--- src/design/prt_pkg.sv ---
// Types, constants and codes of the peer registry table
package prt_pkg;

    localparam int MAX_ID   = 31;
    localparam int SLOT_W   = $clog2(MAX_ID);
    localparam int ID_W     = 8;
    localparam int NF_W     = 9;
    localparam int ADDR_W   = 48;

    localparam logic [SLOT_W-1:0] SLOT_LAST = SLOT_W'(MAX_ID - 1);

    // Request commands
    localparam logic [1:0] CMD_REGISTER = 2'd0;
    localparam logic [1:0] CMD_QUERY    = 2'd1;
    localparam logic [1:0] CMD_UPDATE   = 2'd2;
    localparam logic [1:0] CMD_STATUS   = 2'd3;

    // Result codes
    localparam logic [2:0] RC_ASSIGNED  = 3'd0;
    localparam logic [2:0] RC_DUPLICATE = 3'd1;
    localparam logic [2:0] RC_EXHAUSTED = 3'd2;
    localparam logic [2:0] RC_INFO      = 3'd3;
    localparam logic [2:0] RC_UNKNOWN   = 3'd4;
    localparam logic [2:0] RC_UPDATED   = 3'd5;
    localparam logic [2:0] RC_STATUS    = 3'd6;

    // Result operations the controller asks the datapath to perform
    localparam logic [2:0] RES_NONE     = 3'd0;
    localparam logic [2:0] RES_DUP      = 3'd1;
    localparam logic [2:0] RES_ASSIGN   = 3'd2;
    localparam logic [2:0] RES_UNKNOWN  = 3'd3;
    localparam logic [2:0] RES_INFO     = 3'd4;
    localparam logic [2:0] RES_UPDATE   = 3'd5;
    localparam logic [2:0] RES_STATUS   = 3'd6;

    typedef struct packed {
        logic [1:0]  cmd;
        logic [31:0] src_ip;
        logic [15:0] src_udp_port;
        logic [31:0] lan_ip;
        logic [15:0] lan_port;
        logic [7:0]  target_id;
    } prt_in_t;

    typedef struct packed {
        logic        respond;
        logic [2:0]  result_code;
        logic [7:0]  id_out;
        logic [31:0] peer_public_ip;
        logic [15:0] peer_public_port;
        logic [31:0] peer_local_ip;
        logic [15:0] peer_local_port;
    } prt_out_t;

    typedef struct packed {
        logic       load;
        logic       scan_rd;
        logic       tgt_rd;
        logic       emit;
        logic [2:0] res_op;
    } prt_ctrl_t;

    typedef struct packed {
        logic [1:0] cmd;
        logic       hit;
        logic       miss;
        logic       tgt_ok;
        logic       out_busy;
    } prt_stat_t;

endpackage

--- src/design/peer_registry_table.sv ---
// Top level of the peer registry table
//
// Rendezvous registry of up to 31 peers. Each request item on the s_ channel
// (register, query, update, status) yields exactly one result item on the m_
// channel; the respond bit tells whether a reply packet would be sent.
// Items are worked one at a time: s_ready is high only while the block idles.
// Register and query scan the slot store one slot per cycle through a single
// registered memory read port; a full scan ends at the last slot. A hit ends
// the scan early: a register hit ends with the duplicate result, and a query
// hit with a valid target then reads the target slot for its result.
// Update and status need no scan and go straight to their result step.
// s_ready rises as the result enters the output register, so the block takes
// no new item before it is through with the last one. The result sits in an
// output register; the block takes the next item while it waits, and when the
// receiver stalls it finishes that item and holds in its last step until the
// output register frees.
// Reset (aresetn low, synchronous) clears all slot valid bits and the ID
// counter at once; the slot memories need no clearing pass.
module peer_registry_table (
    input  logic              aclk,
    input  logic              aresetn,
    input  logic              s_valid,
    output logic              s_ready,
    input  prt_pkg::prt_in_t  s_data,
    output logic              m_valid,
    input  logic              m_ready,
    output prt_pkg::prt_out_t m_data
);
    import prt_pkg::*;

    prt_ctrl_t ctrl;
    prt_stat_t stat;

    prt_controller u_ctrl (
        .aclk    (aclk),
        .aresetn (aresetn),
        .s_valid (s_valid),
        .s_ready (s_ready),
        .in_cmd  (s_data.cmd),
        .stat    (stat),
        .ctrl    (ctrl)
    );

    prt_datapath u_dp (
        .aclk    (aclk),
        .aresetn (aresetn),
        .s_data  (s_data),
        .ctrl    (ctrl),
        .stat    (stat),
        .m_valid (m_valid),
        .m_ready (m_ready),
        .m_data  (m_data)
    );

endmodule

--- src/design/prt_controller.sv ---
// Sequencing state machine of the peer registry table
module prt_controller (
    input  logic               aclk,
    input  logic               aresetn,
    input  logic               s_valid,
    output logic               s_ready,
    input  logic [1:0]         in_cmd,
    input  prt_pkg::prt_stat_t stat,
    output prt_pkg::prt_ctrl_t ctrl
);
    import prt_pkg::*;

    localparam logic [2:0] S_IDLE     = 3'd0;
    localparam logic [2:0] S_SCAN     = 3'd1;
    localparam logic [2:0] S_TGT_RD   = 3'd2;
    localparam logic [2:0] S_TGT_DATA = 3'd3;
    localparam logic [2:0] S_EXEC     = 3'd4;
    localparam logic [2:0] S_FINISH   = 3'd5;

    logic [2:0] state_reg;
    logic [2:0] state_next;

    assign s_ready = (state_reg == S_IDLE);

    // Pick the next step and the datapath commands
    always_comb begin
        state_next   = state_reg;
        ctrl         = '0;
        ctrl.res_op  = RES_NONE;
        case (state_reg)
            S_IDLE: begin
                if (s_valid) begin
                    ctrl.load = 1'b1;
                    if (in_cmd == CMD_REGISTER || in_cmd == CMD_QUERY) begin
                        state_next = S_SCAN;
                    end else begin
                        state_next = S_EXEC;
                    end
                end
            end
            S_SCAN: begin
                ctrl.scan_rd = 1'b1;
                if (stat.hit) begin
                    if (stat.cmd == CMD_REGISTER) begin
                        ctrl.res_op = RES_DUP;
                        state_next  = S_FINISH;
                    end else if (stat.tgt_ok) begin
                        state_next  = S_TGT_RD;
                    end else begin
                        ctrl.res_op = RES_UNKNOWN;
                        state_next  = S_FINISH;
                    end
                end else if (stat.miss) begin
                    ctrl.res_op = (stat.cmd == CMD_REGISTER) ? RES_ASSIGN : RES_UNKNOWN;
                    state_next  = S_FINISH;
                end
            end
            S_TGT_RD: begin
                ctrl.tgt_rd = 1'b1;
                state_next  = S_TGT_DATA;
            end
            S_TGT_DATA: begin
                ctrl.res_op = RES_INFO;
                state_next  = S_FINISH;
            end
            S_EXEC: begin
                ctrl.res_op = (stat.cmd == CMD_UPDATE) ? RES_UPDATE : RES_STATUS;
                state_next  = S_FINISH;
            end
            S_FINISH: begin
                // Hold until the output register is free
                if (!stat.out_busy) begin
                    ctrl.emit  = 1'b1;
                    state_next = S_IDLE;
                end
            end
            default: begin
                state_next = S_IDLE;
            end
        endcase
    end

    always_ff @(posedge aclk) begin
        if (!aresetn) begin
            state_reg <= S_IDLE;
        end else begin
            state_reg <= state_next;
        end
    end

endmodule

--- src/design/prt_datapath.sv ---
// Slot store, scan pipeline and result registers of the peer registry table
module prt_datapath (
    input  logic               aclk,
    input  logic               aresetn,
    input  prt_pkg::prt_in_t   s_data,
    input  prt_pkg::prt_ctrl_t ctrl,
    output prt_pkg::prt_stat_t stat,
    output logic               m_valid,
    input  logic               m_ready,
    output prt_pkg::prt_out_t  m_data
);
    import prt_pkg::*;

    // Slot memories: public {ip, port} and local {ip, port}
    logic [ADDR_W-1:0] pub_mem [0:MAX_ID-1];
    logic [ADDR_W-1:0] loc_mem [0:MAX_ID-1];

    prt_in_t           req_reg;
    prt_out_t          res_reg, res_next;
    prt_out_t          m_data_reg;
    logic              m_valid_reg, m_valid_next;
    logic [MAX_ID-1:0] valid_reg, valid_next;
    logic [NF_W-1:0]   nf_reg, nf_next;
    logic [SLOT_W-1:0] scan_idx_reg, scan_idx_next;
    logic              issued_all_reg, issued_all_next;
    logic              rd_live_reg, rd_live_next;
    logic [SLOT_W-1:0] rd_idx_reg;
    logic [ADDR_W-1:0] rd_pub_reg, rd_loc_reg;

    logic [SLOT_W-1:0] rd_addr;
    logic [ID_W-1:0]   tid_dec;
    logic [SLOT_W-1:0] tgt_slot;
    logic              tgt_ok;
    logic              slot_match;
    logic              hit;
    logic [NF_W-1:0]   nf_eff;
    logic [NF_W-1:0]   nf_slot;
    logic              room;
    logic              pub_we, loc_we;
    logic [SLOT_W-1:0] wr_addr;
    logic [ADDR_W-1:0] wr_loc;

    // Resolve the target ID against the valid slots
    assign tid_dec  = req_reg.target_id - ID_W'(1);
    assign tgt_slot = tid_dec[SLOT_W-1:0];
    assign tgt_ok   = (req_reg.target_id != '0) && (req_reg.target_id <= ID_W'(MAX_ID))
                      && valid_reg[tgt_slot];

    // Compare the slot read in the previous cycle
    assign slot_match = (req_reg.cmd == CMD_REGISTER)
                      ? (rd_loc_reg[ADDR_W-1:16] == req_reg.lan_ip)
                      : (rd_pub_reg == {req_reg.src_ip, req_reg.src_udp_port});
    assign hit = rd_live_reg && valid_reg[rd_idx_reg] && slot_match;

    // Next ID to hand out, where zero stands for one
    assign nf_eff  = (nf_reg == '0) ? NF_W'(1) : nf_reg;
    assign nf_slot = nf_eff - NF_W'(1);
    assign room    = (nf_eff <= NF_W'(MAX_ID));

    assign rd_addr = ctrl.tgt_rd ? tgt_slot : scan_idx_reg;

    assign stat.cmd      = req_reg.cmd;
    assign stat.hit      = hit;
    assign stat.miss     = rd_live_reg && !hit && (rd_idx_reg == SLOT_LAST);
    assign stat.tgt_ok   = tgt_ok;
    assign stat.out_busy = m_valid_reg && !m_ready;

    // Advance the scan address one slot per cycle
    always_comb begin
        scan_idx_next   = scan_idx_reg;
        issued_all_next = issued_all_reg;
        rd_live_next    = 1'b0;
        if (ctrl.load) begin
            scan_idx_next   = '0;
            issued_all_next = 1'b0;
        end else if (ctrl.scan_rd && !issued_all_reg) begin
            rd_live_next = 1'b1;
            if (scan_idx_reg == SLOT_LAST) begin
                issued_all_next = 1'b1;
            end else begin
                scan_idx_next = scan_idx_reg + SLOT_W'(1);
            end
        end
    end

    // Form the result and the store updates
    always_comb begin
        res_next   = res_reg;
        valid_next = valid_reg;
        nf_next    = nf_reg;
        pub_we     = 1'b0;
        loc_we     = 1'b0;
        wr_addr    = tgt_slot;
        wr_loc     = {req_reg.lan_ip, req_reg.lan_port};
        case (ctrl.res_op)
            RES_NONE: begin
            end
            RES_DUP: begin
                res_next             = '0;
                res_next.result_code = RC_DUPLICATE;
            end
            RES_ASSIGN: begin
                res_next = '0;
                if (room) begin
                    wr_addr              = nf_slot[SLOT_W-1:0];
                    pub_we               = 1'b1;
                    loc_we               = 1'b1;
                    valid_next[wr_addr]  = 1'b1;
                    nf_next              = nf_eff + NF_W'(1);
                    res_next.respond     = 1'b1;
                    res_next.result_code = RC_ASSIGNED;
                    res_next.id_out      = nf_eff[ID_W-1:0];
                end else begin
                    nf_next              = nf_eff;
                    res_next.result_code = RC_EXHAUSTED;
                end
            end
            RES_UNKNOWN: begin
                res_next             = '0;
                res_next.result_code = RC_UNKNOWN;
            end
            RES_INFO: begin
                res_next.respond          = 1'b1;
                res_next.result_code      = RC_INFO;
                res_next.id_out           = req_reg.target_id;
                res_next.peer_public_ip   = rd_pub_reg[ADDR_W-1:16];
                res_next.peer_public_port = rd_pub_reg[15:0];
                res_next.peer_local_ip    = rd_loc_reg[ADDR_W-1:16];
                res_next.peer_local_port  = rd_loc_reg[15:0];
            end
            RES_UPDATE: begin
                res_next = '0;
                if (tgt_ok) begin
                    loc_we               = 1'b1;
                    res_next.result_code = RC_UPDATED;
                end else begin
                    res_next.result_code = RC_UNKNOWN;
                end
            end
            RES_STATUS: begin
                res_next             = '0;
                res_next.respond     = 1'b1;
                res_next.result_code = RC_STATUS;
                res_next.id_out      = ID_W'((req_reg.lan_ip == req_reg.src_ip)
                                             && (req_reg.lan_port == req_reg.src_udp_port));
            end
            default: begin
            end
        endcase
    end

    // Hold the result until the receiver takes it
    always_comb begin
        m_valid_next = m_valid_reg;
        if (ctrl.emit) begin
            m_valid_next = 1'b1;
        end else if (m_ready) begin
            m_valid_next = 1'b0;
        end
    end

    // Control state
    always_ff @(posedge aclk) begin
        if (!aresetn) begin
            valid_reg      <= '0;
            nf_reg         <= '0;
            scan_idx_reg   <= '0;
            issued_all_reg <= 1'b0;
            rd_live_reg    <= 1'b0;
            m_valid_reg    <= 1'b0;
        end else begin
            valid_reg      <= valid_next;
            nf_reg         <= nf_next;
            scan_idx_reg   <= scan_idx_next;
            issued_all_reg <= issued_all_next;
            rd_live_reg    <= rd_live_next;
            m_valid_reg    <= m_valid_next;
        end
    end

    // Payload registers
    always_ff @(posedge aclk) begin
        if (ctrl.load) begin
            req_reg <= s_data;
        end
        if (ctrl.emit) begin
            m_data_reg <= res_reg;
        end
        res_reg    <= res_next;
        rd_idx_reg <= scan_idx_reg;
    end

    // Slot memories with registered read
    always_ff @(posedge aclk) begin
        rd_pub_reg <= pub_mem[rd_addr];
        rd_loc_reg <= loc_mem[rd_addr];
        if (pub_we) begin
            pub_mem[wr_addr] <= {req_reg.src_ip, req_reg.src_udp_port};
        end
        if (loc_we) begin
            loc_mem[wr_addr] <= wr_loc;
        end
    end

    assign m_valid = m_valid_reg;
    assign m_data  = m_data_reg;

endmodule

--- config.mk ---
export PLATFORM = sky130hd
export DESIGN_NAME = peer_registry_table
export DESIGN_NICKNAME = d
export VERILOG_FILES = /design/src/design/prt_pkg.sv /design/src/design/peer_registry_table.sv /design/src/design/prt_controller.sv /design/src/design/prt_datapath.sv
export SDC_FILE = /design/constraint.sdc
export NUM_CORES = 2
export LEC_CHECK = 0
export ABC_AREA = 1
export BUFFER_PORTS_ARGS = -buffer_cell sky130_fd_sc_hd__buf_4
export CORE_ASPECT_RATIO = 1.75
export CORE_UTILIZATION = 50
export CTS_BUF_LIST = sky130_fd_sc_hd__clkbuf_4 sky130_fd_sc_hd__clkbuf_8
export DETAILED_ROUTE_END_ITERATION = 6
export PLACE_DENSITY = 0.69
export REMOVE_ABC_BUFFERS = 1
export SYNTH_ARGS = -nofsm -noshare
export SYNTH_HDL_FRONTEND = slang
export SYNTH_SLANG_ARGS = --single-unit
export TNS_END_PERCENT = 100
--- constraint.sdc ---
create_clock -name aclk -period 16.7 [get_ports aclk]
set_clock_uncertainty 0.1 [all_clocks]
set_input_delay 0.835 -clock aclk [delete_from_list [all_inputs] [get_ports aclk]]
set_output_delay 0.835 -clock aclk [all_outputs]
set_load 0.005 [all_outputs]
==> flow_summary.yaml <==
global_routing:
  first_global_vias: 86150
  grt_max_degree: 222
  antenna_found_initial: 12
  grt.total_usage_pct: 28.45
  grt_pass1_wl_um: 560200
  gr-total-overflow: 0
floorplanning:
  dieArea_um2: 268300
  die_h_um: 684.5
  std_cell_rows: 250
  initial_core_util_pct: 50.23
  die_width_um: 392.0
  io_pins: 220
  coreArea_um2: 264900
drt:
  vias_per_cell: 6.113
  drtIter0Drc: 10580
  drtAntennaViolNets: 0
  first_pass_iters: 6
  post_drt_wl_per_cell_um: 27.23
  routed_wl_um: 390000
  drc: 0
  vias: 87550
synth:
  syn_area_um2: 133100
  yosys-top-cells-area: "edfxtp_1, o21ai_0, nor2_1, o22ai_1, nand2_1"
  synthXorXnorAreaFrac_pct: 0.6769
  synth-edff-count: 3298
  synth-adder-area-share_pct: 0.07521
  ys.flop_type: "edfxtp_1"
  yosysSeqAreaShare_pct: 76.70
  yosys_warnings: 0
  synth_compound_area_share_pct: 11.06
  synth_top_family_by_area: "compound AO/OA/AOI/OAI gates"
  synthArstFlopShare_pct: 0
  synth_cell_type_count: 44
  synth_simple_gate_area_share_pct: 8.897
  synth.top_cell.area_share_pct: 74.41
  synth_cells: 10030
  synth_mux_area_share_pct: 0
  ys_seq_elements: 3450
  syn_avg_cell_area_um2: 13.27
  synth_top_cell_by_area: "edfxtp_1"
clocking:
  clock_latency_ns: 1.15
  cts_buffer_depth: 4
  cts_tree: "yes"
  cts_root_buffer: "clkbuf_8"
  cts_buffers: 468
  cts.sinks: 3450
  clk_pin_slew_ns: 0.07
  htreeDepth: 5
  cts_resized: 0
power:
  p_leak_nw: 49.46
  p_per_area_nw_per_um2: 140.5
  peakVddDrop_mv: 0.08633
sta:
  setup_violations: 0
  slew_violations: 0
  slew_headroom_pct: 2.979
  fmax_ghz: 0.1432
  hold_viol: 0
  fin_crit_sh_pct: 41.82
  post-route-min-period_ns: 6.984
  tightest_slew_ns: 1.455
  grt_setup_unrepaired: "no"
setup_path:
  crit_type: "flop to flop"
  critPathMaxFanout: 146
  worstSetupEndpointType: "flop"
  crit_end: "u_dp.rd_pub_reg[23]"
  cp.arrival_ns: 7.90
  ff2ff_path_depth: 15
  crit_top_cell: "buf_4"
  cp_slowest_cell: "edfxtp_1"
  timing.rr.end: "u_dp.rd_pub_reg[23]"
  crit_required_ns: 17.61
  critical_path.startpoint: "u_dp.req_reg[0]"
  slowest_delay_ns: 0.95
  timing.rr.start: "u_dp.req_reg[0]"
  rrSetupSlack_ns: 9.72
  start_kind: "flop"
  crit_chain: "inv_2 > ha_1 > inv_2 > o21ai_4 > buf_4 > buf_4 > buf_4 > buf_12 > buf_4 > o21ai_0 > o21ai_0 > o21ai_0 > o22ai_1 > nand2_1 > nand2_1"
run:
  cap_violations: 0
finish:
  nNetsFinal: 10510
  final_util_pct: 56.50
  final_cell_area_um2: 149700
  areaGrowthSynthToFinish_pct: 12.47
  top_regs: "u_dp.loc_mem x1488, u_dp.pub_mem x1488"
  final_layout_size_suffix_gt1_share_pct: 12.46
  fin_cells: 14320
hold_path:
  hp-class: "primary input to flop"
placement:
  place_congestion: 0.8785
  dpl_cell_area_um2: 139100
  placement.io_buffers: 219
  dp_hpwl_um: 207400
  dpl.cell_count: 13340
status:
  status: "complete, no violations"
==> cell usage after synthesis (all sizes together), types with 71 or more instances <==
master / n
dfxtp: 152
nor2: 1734
o21ai: 1544
a21oi: 71
a31oi: 81
edfxtp: 3298
o22ai: 666
buf: 80
xnor2: 101
nand2: 888
inv: 219
nand3: 305
o211ai: 93
clkbuf: 592
==> where the power goes <==
| group | leakage (nW) | total (mW) | internal (mW) | switching (mW) |
|---|---|---|---|---|
| clock network | 5.08 | 6.55 | 3.39 | 3.16 |
| registers | 31.0 | 10.5 | 10.2 | 0.228 |
| logic | 13.4 | 4.02 | 1.07 | 2.95 |
==> worst min-delay path by stage <==
| stage | startpoint | endpoint | slack (ns) | depth (start not counted) |
|---|---|---|---|---|
| finish | s_valid | u_ctrl.state_reg[0] | 0.14 | 5 |
| global route | s_valid | u_ctrl.state_reg[0] | 0.17 | 5 |
| CTS | s_valid | u_ctrl.state_reg[0] | 0.06 | 5 |
| detailed placement | u_dp.scan_idx_reg[4] | u_dp.rd_idx_reg[4] | 0.26 | 0 |
| global placement | u_dp.scan_idx_reg[4] | u_dp.rd_idx_reg[4] | 0.26 | 0 |
| floorplan | u_dp.scan_idx_reg[4] | u_dp.rd_idx_reg[4] | 0.25 | 0 |
==> worst max-delay path: cells and delay by family, from the launching register on <==
kind | cells | cell delay, ns
compound gates | 5 | 0.98
fa+ha+maj | 1 | 0.59
flops | 1 | 0.95
simple gates | 2 | 0.20
buf+inv | 7 | 3.75
==> through the flow <==
stage	hold slack [ns]	setup WS, ns	power (mW)	TNS [ns]
global placement	0.2601	10.03	14.47	0
CTS	0.05530	9.940	21.05	0
finish	0.1412	9.716	21.03	0
detailed placement	0.2609	9.965	14.58	0
global route	0.1706	9.434	21.77	0
floorplan	0.2506	-81.90	13.80	-7839.56
==> logic make-up after synthesis <==
kind of cell,after synthesis
adder cells (fa/ha/maj),8
XOR/XNOR,102
AND/OR/NAND/NOR,2991
AO/OA/AOI/OAI,2588
flip-flops,3450
buffers and inverters,893
==> layout make-up <==
cell class                 instances  area [um^2]
timing repair buffer             563         4659
inverter                         221        877.1
fill                           20940       115300
tap                             3528         4414
clock buffer                     661         8128
clock inverter                   204         1403
multi-input combinational       5689        28110
antenna                            5        12.51
sequential                      3450       102100
==> metal layers <==
layer / up-vias / global-route usage [%] / share of wire, %
met5: - / 0 / 0.0062
met2: 5240 / 48.07 / 50
li1: 37840 / - / -
met4: 4 / 17.67 / 6.8
met3: 1170 / 4.509 / 9.0
met1: 43300 / 33.96 / 35
==> layout by cell type (no fill, tap or decap), drive strengths merged <==
cell type,n
a32o,56
xnor2,101
diode,5
o221ai,57
clkbuf,661
o21ai,1544
dlygate4sd3,108
o21a,3
a211oi,7
o221a,7
o211ai,93
ha,8
nor3b,1
nand2,888
or4,1
nand3,305
bufinv,16
buf,455
edfxtp,3298
a21oi,71
a31oi,81
o2111ai,3
dfxtp,152
clkinvlp,8
nor2,1734
nor3,10
nand4,44
o22ai,666
or2,3
clkinv,171
xor2,1
inv,230
nor4,5
==> what timing repair did <==
item                                   4_1_cts  5_1_grt
buffers inserted                             0        0
endpoints found under the hold margin      116        0
hold buffers                               108        0
Power figures use the tool's default switching activity.
